==> config.mk <==
export PLATFORM = sky130hd
export DESIGN_NAME = save_slot_pacer_top
export DESIGN_NICKNAME = d
export VERILOG_FILES = /design/src/ssp_pkg.sv /design/src/ssp_div.sv /design/src/ssp_queue.sv /design/src/save_slot_pacer_top.sv
export VERILOG_INCLUDE_DIRS = /design/src /design/src/src
export SDC_FILE = /design/constraint.sdc
export NUM_CORES = 2
export LEC_CHECK = 0
export ABC_AREA = 1
export BUFFER_PORTS_ARGS = -buffer_cell sky130_fd_sc_hd__buf_2
export CAP_MARGIN = 20
export CORE_ASPECT_RATIO = 1.4
export CORE_MARGIN = 3
export CORE_UTILIZATION = 40
export DETAILED_ROUTE_END_ITERATION = 6
export GPL_ROUTABILITY_DRIVEN = 0
export PLACE_DENSITY = 0.66
export SYNTH_ARGS = -nofsm -noshare
export SYNTH_HDL_FRONTEND = slang
export SYNTH_SLANG_ARGS = --single-unit
export TNS_END_PERCENT = 1
==> constraint.sdc <==
create_clock -name clk -period 13 [get_ports clk]
set_clock_uncertainty 0.15 [all_clocks]
set_input_delay 0.65 -clock clk [delete_from_list [all_inputs] [get_ports clk]]
set_output_delay 0.65 -clock clk [all_outputs]
set_load 0.02 [all_outputs]
==> src/assert_macros.svh <==
// assert_macros.svh: shared concurrent assertion macros for the pacer RTL.
// No dependencies; included by modules that carry assertions.
`ifndef ASSERT_MACROS_SVH
`define ASSERT_MACROS_SVH

// condition holds at every clock edge outside reset
`define SSP_ASSERT_ALWAYS(lbl, clk, rstn, cond, msg) \
	lbl: assert property (@(posedge clk) disable iff (!rstn) (cond)) else $error(msg);

// same-cycle implication
`define SSP_ASSERT_IMPLY(lbl, clk, rstn, ante, cons, msg) \
	lbl: assert property (@(posedge clk) disable iff (!rstn) (ante) |-> (cons)) else $error(msg);

// next-cycle implication
`define SSP_ASSERT_NEXT(lbl, clk, rstn, ante, cons, msg) \
	lbl: assert property (@(posedge clk) disable iff (!rstn) (ante) |=> (cons)) else $error(msg);

`endif

==> src/ssp_pkg.sv <==
// ssp_pkg: types, widths, opcodes and the client tier table of the pacer.
// No dependencies; used by every module of the block.
package ssp_pkg;

	localparam int STEP_W  = 10;
	localparam int CAP_W   = 16;
	localparam int K_W     = 12;
	localparam int PROD_W  = STEP_W + K_W;
	localparam int CNT16_W = 16;
	localparam int ACC_W   = 17;
	localparam int SLOT_W  = 32;
	localparam int PEND_W  = 5;
	localparam int DIVC_W  = $clog2(PROD_W + 1);

	localparam int IN_W    = 80;
	localparam int OUT_W   = 72;
	localparam int APB_AW  = 3;

	// opcodes carried on tuser
	localparam logic [1:0] OP_TICK  = 2'd0;
	localparam logic [1:0] OP_RAISE = 2'd1;
	localparam logic [1:0] OP_SKIP  = 2'd2;
	localparam logic [1:0] OP_NOP   = 2'd3;

	// register index (paddr[2])
	localparam logic REG_STEP_MS  = 1'b0;
	localparam logic REG_DIFF_CAP = 1'b1;

	localparam logic [STEP_W-1:0] STEP_MS_RST  = 10'd120;
	localparam logic [CAP_W-1:0]  DIFF_CAP_RST = 16'd60000;

	typedef struct packed {
		logic push;
		logic pop;
		logic clear;
	} ssp_qcmd_t;

	// tier factor by client count
	function automatic logic [K_W-1:0] tier_k(input logic [CNT16_W-1:0] count);
		logic [K_W-1:0] k;
		if (count <= 16'd1500)      k = 12'd1000;
		else if (count <= 16'd2500) k = 12'd1500;
		else if (count <= 16'd2750) k = 12'd2000;
		else if (count <= 16'd3000) k = 12'd3000;
		else if (count <= 16'd3250) k = 12'd3500;
		else                        k = 12'd4000;
		return k;
	endfunction

endpackage

==> src/ssp_div.sv <==
// ssp_div: restoring divider, one quotient bit per cycle.
// Depends on ssp_pkg for widths.
module ssp_div (
	input  logic                            clk,
	input  logic                            arst_n,
	input  logic                            start,
	input  logic [ssp_pkg::PROD_W-1:0]      dividend,
	input  logic [ssp_pkg::CNT16_W-1:0]     divisor,
	output logic                            done,
	output logic [ssp_pkg::PROD_W-1:0]      quotient
);

	logic                           busy_q;
	logic                           done_q;
	logic [ssp_pkg::DIVC_W-1:0]     cnt_q;
	logic [ssp_pkg::CNT16_W-1:0]    rem_q;
	logic [ssp_pkg::PROD_W-1:0]     quo_q;
	logic [ssp_pkg::CNT16_W:0]      shifted;
	logic                           fits;

	assign shifted = {rem_q, quo_q[ssp_pkg::PROD_W-1]};
	assign fits    = shifted >= {1'b0, divisor};

	always_ff @(posedge clk or negedge arst_n) begin
		if (!arst_n) begin
			busy_q <= 1'b0;
			done_q <= 1'b0;
			cnt_q  <= '0;
		end else begin
			done_q <= 1'b0;
			if (start) begin
				busy_q <= 1'b1;
				cnt_q  <= ssp_pkg::DIVC_W'(ssp_pkg::PROD_W);
			end else if (busy_q) begin
				cnt_q <= cnt_q - 1'b1;
				if (cnt_q == ssp_pkg::DIVC_W'(1)) begin
					busy_q <= 1'b0;
					done_q <= 1'b1;
				end
			end
		end
	end

	always_ff @(posedge clk) begin
		if (start) begin
			rem_q <= '0;
			quo_q <= dividend;
		end else if (busy_q) begin
			rem_q <= fits ? ssp_pkg::CNT16_W'(shifted - {1'b0, divisor})
			              : shifted[ssp_pkg::CNT16_W-1:0];
			quo_q <= {quo_q[ssp_pkg::PROD_W-2:0], fits};
		end
	end

	assign done     = done_q;
	assign quotient = quo_q;

endmodule

==> src/ssp_queue.sv <==
// ssp_queue: circular skip-value queue held in a RAM with registered head read.
// Depends on ssp_pkg (command struct) and assert_macros.svh.
`include "assert_macros.svh"

module ssp_queue #(
	parameter int DEPTH = 16
) (
	input  logic                          clk,
	input  logic                          arst_n,
	input  ssp_pkg::ssp_qcmd_t            cmd,
	input  logic [ssp_pkg::SLOT_W-1:0]    push_data,
	output logic [ssp_pkg::SLOT_W-1:0]    head_data,
	output logic [$clog2(DEPTH+1)-1:0]    count
);

	localparam int IDX_W = $clog2(DEPTH);
	localparam int CNT_W = $clog2(DEPTH + 1);
	localparam int SUM_W = IDX_W + 1;

	logic [ssp_pkg::SLOT_W-1:0] mem_q [DEPTH];
	logic [ssp_pkg::SLOT_W-1:0] rd_q;
	logic [IDX_W-1:0]           head_q;
	logic [CNT_W-1:0]           count_q;
	logic [SUM_W-1:0]           tail_sum;
	logic [SUM_W-1:0]           tail_wrap;
	logic [IDX_W-1:0]           tail;

	assign tail_sum  = SUM_W'(head_q) + SUM_W'(count_q);
	assign tail_wrap = (tail_sum >= SUM_W'(DEPTH)) ? tail_sum - SUM_W'(DEPTH) : tail_sum;
	assign tail      = tail_wrap[IDX_W-1:0];

	always_ff @(posedge clk or negedge arst_n) begin
		if (!arst_n) begin
			head_q  <= '0;
			count_q <= '0;
		end else if (cmd.clear) begin
			head_q  <= '0;
			count_q <= '0;
		end else if (cmd.push) begin
			count_q <= count_q + 1'b1;
		end else if (cmd.pop) begin
			head_q  <= (head_q == IDX_W'(DEPTH - 1)) ? '0 : head_q + 1'b1;
			count_q <= count_q - 1'b1;
		end
	end

	always_ff @(posedge clk) begin
		if (cmd.push) begin
			mem_q[tail] <= push_data;
		end
		rd_q <= mem_q[head_q];
	end

	assign head_data = rd_q;
	assign count     = count_q;

	`SSP_ASSERT_IMPLY(a_pop_nonempty, clk, arst_n, cmd.pop, count_q != '0, "pop from empty queue")
	`SSP_ASSERT_IMPLY(a_push_notfull, clk, arst_n, cmd.push, count_q != CNT_W'(DEPTH), "push to full queue")
	`SSP_ASSERT_ALWAYS(a_count_range, clk, arst_n, count_q <= CNT_W'(DEPTH), "queue count beyond depth")

endmodule

==> src/save_slot_pacer_top.sv <==
// save_slot_pacer_top: serving-counter pacer with APB registers and stream ports.
// Depends on ssp_pkg, ssp_div, ssp_queue and assert_macros.svh.
//
// The block takes one operation per input transfer and returns exactly one result
// transfer for it, showing the counter, ceiling, queue fill and a drop flag after
// the operation. Raise, skip push and the unused opcode go from decode straight to the
// output. A tick with headroom and clients first sets up (one multiply for step_ms
// times the tier factor, then a restoring divide by the client count), then runs
// TEST, ADV, CHK and UPD per interval advanced and RD per skip value popped:
// the advance loop runs on one compare/subtract datapath under the sequencer and
// reads the skip queue head from a RAM with a registered read port. s_tready is high
// only while the sequencer is idle; a finished result sits in the output register,
// so the next transfer can be taken while that result waits for m_tready.
// Registers: step_ms at byte 0x0, diff_cap at byte 0x4; they should be written only
// while no operation is in flight. The skip queue RAM needs no clearing after reset.
`include "assert_macros.svh"

module save_slot_pacer_top #(
	parameter int SKIP_DEPTH = 16
) (
	input  logic                         clk,
	input  logic                         arst_n,
	// APB register port
	input  logic                         psel,
	input  logic                         penable,
	input  logic                         pwrite,
	input  logic [ssp_pkg::APB_AW-1:0]   paddr,
	input  logic [31:0]                  pwdata,
	output logic [31:0]                  prdata,
	output logic                         pready,
	// input stream
	input  logic                         s_tvalid,
	output logic                         s_tready,
	// [15:0] elapsed_ms, [31:16] client_count, [47:32] amount, [79:48] skip_value
	input  logic [ssp_pkg::IN_W-1:0]     s_tdata,
	// [1:0] opcode
	input  logic [1:0]                   s_tuser,
	// result stream
	output logic                         m_tvalid,
	input  logic                         m_tready,
	// [31:0] current_slot, [63:32] ceiling_slot, [68:64] pending_skips,
	// [69] dropped, [71:70] zero
	output logic [ssp_pkg::OUT_W-1:0]    m_tdata
);

	localparam int CNT_W  = $clog2(SKIP_DEPTH + 1);
	localparam int SLOT_W = ssp_pkg::SLOT_W;
	localparam int ACC_W  = ssp_pkg::ACC_W;
	localparam int PROD_W = ssp_pkg::PROD_W;

	// sequencer states
	localparam logic [3:0] ST_IDLE   = 4'd0;
	localparam logic [3:0] ST_EXEC   = 4'd1;  // decode op; tick: compare ceiling/counter
	localparam logic [3:0] ST_T1     = 4'd2;  // clear or clamp, multiply, accumulate
	localparam logic [3:0] ST_DSTART = 4'd3;
	localparam logic [3:0] ST_DIV    = 4'd4;
	localparam logic [3:0] ST_TEST   = 4'd5;  // accumulator >= interval ?
	localparam logic [3:0] ST_ADV    = 4'd6;  // counter + 1
	localparam logic [3:0] ST_CHK    = 4'd7;  // compare queue head, maybe pop
	localparam logic [3:0] ST_RD     = 4'd8;  // wait for the new head read
	localparam logic [3:0] ST_UPD    = 4'd9;  // take one interval off, cap or stop
	localparam logic [3:0] ST_OUT    = 4'd10;

	logic [3:0]                    state_q;

	// configuration
	logic [ssp_pkg::STEP_W-1:0]    step_ms_q;
	logic [ssp_pkg::CAP_W-1:0]     diff_cap_q;
	logic                          cfg_wr;

	// captured operation
	logic [1:0]                    op_q;
	logic [15:0]                   elapsed_q;
	logic [ssp_pkg::CNT16_W-1:0]   clients_q;
	logic [15:0]                   amount_q;
	logic [SLOT_W-1:0]             skip_val_q;

	// architectural state
	logic [SLOT_W-1:0]             ctr_q;
	logic [SLOT_W-1:0]             ceil_q;
	logic [ACC_W-1:0]              acc_q;

	// working registers
	logic                          gt_q;
	logic [SLOT_W-1:0]             diff_q;
	logic [PROD_W-1:0]             prod_q;
	logic [PROD_W-1:0]             interval_q;
	logic                          dropped_q;

	// output register
	logic                          m_tvalid_q;
	logic [ssp_pkg::OUT_W-1:0]     m_tdata_q;

	// datapath nets
	logic                          in_acc;
	logic                          out_load;
	logic [ACC_W:0]                acc_sum;
	logic [ACC_W-1:0]              acc_sat;
	logic [SLOT_W-1:0]             addend;
	logic [ACC_W-1:0]              acc_sub;
	logic [ACC_W-1:0]              acc_capped;
	logic                          head_le;
	logic                          skip_full;
	logic                          div_done;
	logic [PROD_W-1:0]             div_q;
	ssp_pkg::ssp_qcmd_t            qcmd;
	logic [SLOT_W-1:0]             head_data;
	logic [CNT_W-1:0]              skip_cnt;

	assign pready = 1'b1;
	assign cfg_wr = psel & penable & pwrite & pready;

	always_comb begin
		case (paddr[2])
			ssp_pkg::REG_STEP_MS:  prdata = 32'(step_ms_q);
			ssp_pkg::REG_DIFF_CAP: prdata = 32'(diff_cap_q);
			default:               prdata = '0;
		endcase
	end

	always_ff @(posedge clk or negedge arst_n) begin
		if (!arst_n) begin
			step_ms_q  <= ssp_pkg::STEP_MS_RST;
			diff_cap_q <= ssp_pkg::DIFF_CAP_RST;
		end else if (cfg_wr) begin
			case (paddr[2])
				ssp_pkg::REG_STEP_MS:  step_ms_q  <= pwdata[ssp_pkg::STEP_W-1:0];
				ssp_pkg::REG_DIFF_CAP: diff_cap_q <= pwdata[ssp_pkg::CAP_W-1:0];
				default: ;
			endcase
		end
	end

	assign s_tready = (state_q == ST_IDLE);
	assign in_acc   = s_tvalid & s_tready;
	assign out_load = (state_q == ST_OUT) && (!m_tvalid_q || m_tready);

	// accumulator saturates at the 17-bit maximum
	assign acc_sum    = {1'b0, acc_q} + (ACC_W + 1)'(elapsed_q);
	assign acc_sat    = acc_sum[ACC_W] ? '1 : acc_sum[ACC_W-1:0];
	// headroom the ceiling may keep above the counter
	assign addend     = SLOT_W'(clients_q) + SLOT_W'(skip_cnt);
	// only used once acc_q >= interval_q, so the interval fits the accumulator
	assign acc_sub    = acc_q - interval_q[ACC_W-1:0];
	assign acc_capped = (acc_sub > ACC_W'(diff_cap_q)) ? ACC_W'(diff_cap_q) : acc_sub;
	assign head_le    = (skip_cnt != '0) && (head_data <= ctr_q);
	assign skip_full  = (skip_cnt == CNT_W'(SKIP_DEPTH));

	always_comb begin
		qcmd.push  = (state_q == ST_EXEC) && (op_q == ssp_pkg::OP_SKIP) && !skip_full;
		qcmd.pop   = (state_q == ST_CHK) && head_le;
		qcmd.clear = (state_q == ST_T1) && gt_q && (clients_q == '0);
	end

	ssp_div u_div (
		.clk      (clk),
		.arst_n   (arst_n),
		.start    (state_q == ST_DSTART),
		.dividend (prod_q),
		.divisor  (clients_q),
		.done     (div_done),
		.quotient (div_q)
	);

	ssp_queue #(
		.DEPTH (SKIP_DEPTH)
	) u_queue (
		.clk       (clk),
		.arst_n    (arst_n),
		.cmd       (qcmd),
		.push_data (skip_val_q),
		.head_data (head_data),
		.count     (skip_cnt)
	);

	// sequencer and architectural state
	always_ff @(posedge clk or negedge arst_n) begin
		if (!arst_n) begin
			state_q    <= ST_IDLE;
			ctr_q      <= '0;
			ceil_q     <= '0;
			acc_q      <= '0;
			m_tvalid_q <= 1'b0;
		end else begin
			if (out_load) begin
				m_tvalid_q <= 1'b1;
			end else if (m_tready) begin
				m_tvalid_q <= 1'b0;
			end
			case (state_q)
				ST_IDLE: begin
					if (in_acc) begin
						state_q <= ST_EXEC;
					end
				end
				ST_EXEC: begin
					if (op_q == ssp_pkg::OP_TICK) begin
						state_q <= ST_T1;
					end else begin
						if (op_q == ssp_pkg::OP_RAISE) begin
							ceil_q <= ceil_q + SLOT_W'(amount_q);
						end
						state_q <= ST_OUT;
					end
				end
				ST_T1: begin
					if (!gt_q) begin
						state_q <= ST_OUT;
					end else if (clients_q == '0) begin
						ctr_q   <= '0;
						ceil_q  <= '0;
						acc_q   <= '0;
						state_q <= ST_OUT;
					end else begin
						if (diff_q > addend) begin
							ceil_q <= ctr_q + addend;
						end
						acc_q   <= acc_sat;
						state_q <= ST_DSTART;
					end
				end
				ST_DSTART: begin
					state_q <= ST_DIV;
				end
				ST_DIV: begin
					if (div_done) begin
						state_q <= ST_TEST;
					end
				end
				ST_TEST: begin
					state_q <= (PROD_W'(acc_q) >= interval_q) ? ST_ADV : ST_OUT;
				end
				ST_ADV: begin
					ctr_q   <= ctr_q + 1'b1;
					state_q <= ST_CHK;
				end
				ST_CHK: begin
					if (head_le) begin
						ctr_q   <= ctr_q + 1'b1;
						state_q <= ST_RD;
					end else begin
						state_q <= ST_UPD;
					end
				end
				ST_RD: begin
					state_q <= ST_CHK;
				end
				ST_UPD: begin
					if (ctr_q > ceil_q) begin
						acc_q   <= '0;
						state_q <= ST_OUT;
					end else begin
						acc_q   <= acc_capped;
						state_q <= ST_TEST;
					end
				end
				ST_OUT: begin
					if (out_load) begin
						state_q <= ST_IDLE;
					end
				end
				default: begin
					state_q <= ST_IDLE;
				end
			endcase
		end
	end

	// payload registers
	always_ff @(posedge clk) begin
		if (in_acc) begin
			op_q       <= s_tuser;
			elapsed_q  <= s_tdata[15:0];
			clients_q  <= s_tdata[31:16];
			amount_q   <= s_tdata[47:32];
			skip_val_q <= s_tdata[79:48];
			dropped_q  <= 1'b0;
		end
		if (state_q == ST_EXEC) begin
			gt_q   <= ceil_q > ctr_q;
			diff_q <= ceil_q - ctr_q;
			if ((op_q == ssp_pkg::OP_SKIP) && skip_full) begin
				dropped_q <= 1'b1;
			end
		end
		if (state_q == ST_T1) begin
			prod_q <= PROD_W'(step_ms_q) * PROD_W'(ssp_pkg::tier_k(clients_q));
		end
		if ((state_q == ST_DIV) && div_done) begin
			interval_q <= (div_q == '0) ? PROD_W'(1) : div_q;
		end
		if (out_load) begin
			m_tdata_q <= {2'b00, dropped_q, ssp_pkg::PEND_W'(skip_cnt), ceil_q, ctr_q};
		end
	end

	assign m_tvalid = m_tvalid_q;
	assign m_tdata  = m_tdata_q;

	`SSP_ASSERT_IMPLY(a_adv_due, clk, arst_n, state_q == ST_ADV, PROD_W'(acc_q) >= interval_q, "advance without a full interval")
	`SSP_ASSERT_NEXT(a_adv_inc, clk, arst_n, state_q == ST_ADV, ctr_q == $past(ctr_q) + 32'd1, "advance did not step the counter")
	`SSP_ASSERT_IMPLY(a_int_nz, clk, arst_n, state_q == ST_TEST, interval_q != '0, "zero interval in advance loop")

endmodule

==> results.toml <==
[run_status]
status = "finished, violations left"
violations = "DRC"

[timing]
period_share = 0.571
setup_viol = 0
slew_headroom = 0.337
tightest_slew_ns = 0.993
fmax_mhz = 135
tns_ns = 0
hold_viol = 0
final.min_clock_period_ns = 7.43
finalMaxSlewViolations = 0
rsz0062_at_grt = "no"

[grt]
grt_start_max_net_pins = 94
grt_pass1_wl_um = 202000
grt_overflow = 0
grt_util_all_layers = 0.209
grt_antenna_before_repair = 12
first_global_vias = 35300

[die]
die_h_um = 419
io_pins = 231
die-area_um2 = 126000
core_um2 = 120000
num_rows = 150
initial_core_util = 0.406
die_width_um = 301

[routing]
postRouteAntennaNets = 0
firstDrtPassIters = 7
met2WireLength_um = 64600
wirelength_um = 135000
wl_per_cell_um = 20.0
post-route-drc-count = 1
wl_met3_um = 9990
dr.max_layer_used = "met5"
drt_iter0_markers = 3288
viasPerCell = 5.38
wl_met1_um = 53000
vias = 36300

[critical_path]
crit_path_max_fanout = 12
r2r_slack_ns = 5.57
worstSetupStartpointType = "flop"
path_class = "flop to flop"
cp-end-kind = "flop"
r2r_start = "clients_q[6]"
reg2reg_to = "prod_q[19]"
rr_worst_depth = 27
worst_path_largest_cell_delay_ns = 0.56
slowest_stage = "fa_1"
crit_arrival_ns = 7.70
cp_data_required_time_ns = 13.28

[synth]
yosysMostFrequentCell = "nand2_1"
synth_top_area_frac = 0.469
synth-edff-count = 761
yosysWarnings = 0
avgSynthCellArea_um2 = 10.1
yosysTopAreaCell = "edfxtp_1"
syn_area_um2 = 48800
muxShareOfSynthArea = 0
yosysUniqueCellTypes = 76
ys.flop_type = "edfxtp_1"
synth_compound_area_frac = 0.107
seq_area_frac_synth = 0.555
synthTopCellsByArea = "edfxtp_1 47%, nand2_1 7.8%, ha_1 6.4%"
syn_inst = 4838
synthTopCellsByCount = "1011 x nand2_1, 761 x edfxtp_1, 431 x nor2_1"
synth_top_family_by_area = "simple AND/OR/NAND/NOR gates"
async_reset_ff_frac = 0.136
synth_seq_cells = 938
synth_xor_area_frac = 0.0246
yosys.area_share.adder = 0.0931
yosys.area_share.simple = 0.168

[layout]
final_net_count = 5501
areaGrowthSynthToFinish_pct = 13.5
final_layout_size_suffix_gt1_frac = 0.110
fillerInstances = 11000
fin_cells = 6735

[clocking]
insertion_delay_ns = 0.74
cts_tree = "yes"
cts_max_path_buffers = 3
clk_pin_slew_worst_paths_ns = 0.07
htreeDepth = 3
cts-root-buf = "clkbuf_16"
post-cts-setup-buffers = 0
clock-sinks = 938
cts_buffers = 94

[min_path]
worstHoldPathType = "primary input to flop"
hold_depth = 1
min_from = "s_tdata[57]"
min_to = "skip_val_q[9]"

[placed_design]
dp_hpwl_um = 92000
port_buffers = 193
dpl.cell_count = 6492

[power]
peakVddDrop_uv = 191
p_leak_uw = 0.0222
powerDensity_nw_per_um2 = 222

[flow_run]
maxCapViolCount = 0
-- stage by stage --
| stage | util | cell area (µm²) | hold slack [ns] | setup slack (ns) | total power [µW] |
|---|---|---|---|---|---|
| after global placement | 0.428 | 51400 | 0.260 | 5.67 | 9260 |
| final | 0.461 | 55400 | 0.0322 | 5.57 | 12300 |
| after detailed placement | 0.428 | 51400 | 0.267 | 5.63 | 9370 |
| after global routing | 0.461 | 55300 | 0.0143 | 5.17 | 13200 |
| after CTS | 0.461 | 55300 | 0.00265 | 5.59 | 12300 |
| after floorplan | - | 48800 | 0.204 | 6.94 | 8010 |
-- sequential cells by signal, summed over array words and instances (netlist names), 10 cells and up --
register           cells
acc_q                 17
amount_q              16
ceil_q                32
clients_q             16
ctr_q                 32
diff_cap_q            16
diff_q                32
elapsed_q             16
interval_q            22
m_tdata               70
prod_q                20
skip_val_q            32
step_ms_q             10
u_div.quotient        22
u_div.rem_q           16
u_queue.head_data     32
u_queue.mem_q        512
-- cell type report --
| type | instances | area [µm²] | share of cell area |
|---|---|---|---|
| clock buffers | 114 | 2520 | 0.0455 |
| multi-input cells | 3280 | 19300 | 0.350 |
| well taps | 1596 | 2000 | 0.0361 |
| diodes | 3 | 7.51 | 0.000136 |
| flip-flops and latches | 938 | 27100 | 0.489 |
| repair buffers | 297 | 1920 | 0.0347 |
| inverters | 446 | 1680 | 0.0304 |
| clock inverters | 61 | 816 | 0.0147 |
-- cells in the final DEF (no fill, tap or decap), types with 41 or more instances in the layout --
| cell | instances |
|---|---|
| clkbuf_16 | 96 |
| inv_1 | 409 |
| nor2_1 | 411 |
| nor3_1 | 51 |
| a21oi_1 | 299 |
| dfxtp_1 | 49 |
| dfrtp_1 | 114 |
| nand2_1 | 1010 |
| a221oi_1 | 41 |
| fa_1 | 71 |
| nand3_1 | 186 |
| edfxtp_1 | 761 |
| o21ai_0 | 319 |
| o22ai_1 | 48 |
| xor2_1 | 98 |
| buf_2 | 192 |
| o21ai_1 | 55 |
| ha_1 | 249 |
| dlygate4sd3_1 | 63 |
| nand4_1 | 69 |
-- worst max-delay path, delay by kind of cell (launching register included) --
family	cells	cell delay, ns
compound gates	3	0.92
xor+xnor	1	0.14
fa+ha+maj	6	2.94
buf+inv	6	0.70
flops	1	0.43
simple gates	11	1.88
-- layer usage --
layer,vias up,track usage
met5,-,0
met4,2,0.106
met3,335,0.0325
met2,1514,0.352
met1,17300,0.260
li1,17200,-
-- cell families after synthesis --
group           after synthesis
simple gates               1898
flops                       938
compound gates              906
buf+inv                     637
fa+ha+maj                   320
xor+xnor                    137
other cells                   2
-- power breakdown --
group	switching, µW	internal (µW)	total (µW)
logic	3320	1760	5080
clock network	1220	1680	2900
registers	394	3890	4280
-- what timing repair did --
action,4_1_cts,5_1_grt
hold endpoints to repair,128,0
hold buffers,63,0
gates resized for setup,0,0
-- how the worst max path moves through the flow --
stage | end | from | depth (start not counted)
detailed placement | prod_q[19] | clients_q[6] | 27
CTS | prod_q[19] | clients_q[6] | 27
finish | prod_q[19] | clients_q[6] | 27
global route | prod_q[19] | clients_q[6] | 27
global placement | prod_q[19] | clients_q[6] | 27
floorplan | prod_q[19] | clients_q[1] | 26
No activity file was read; power rests on OpenSTA's default activity.
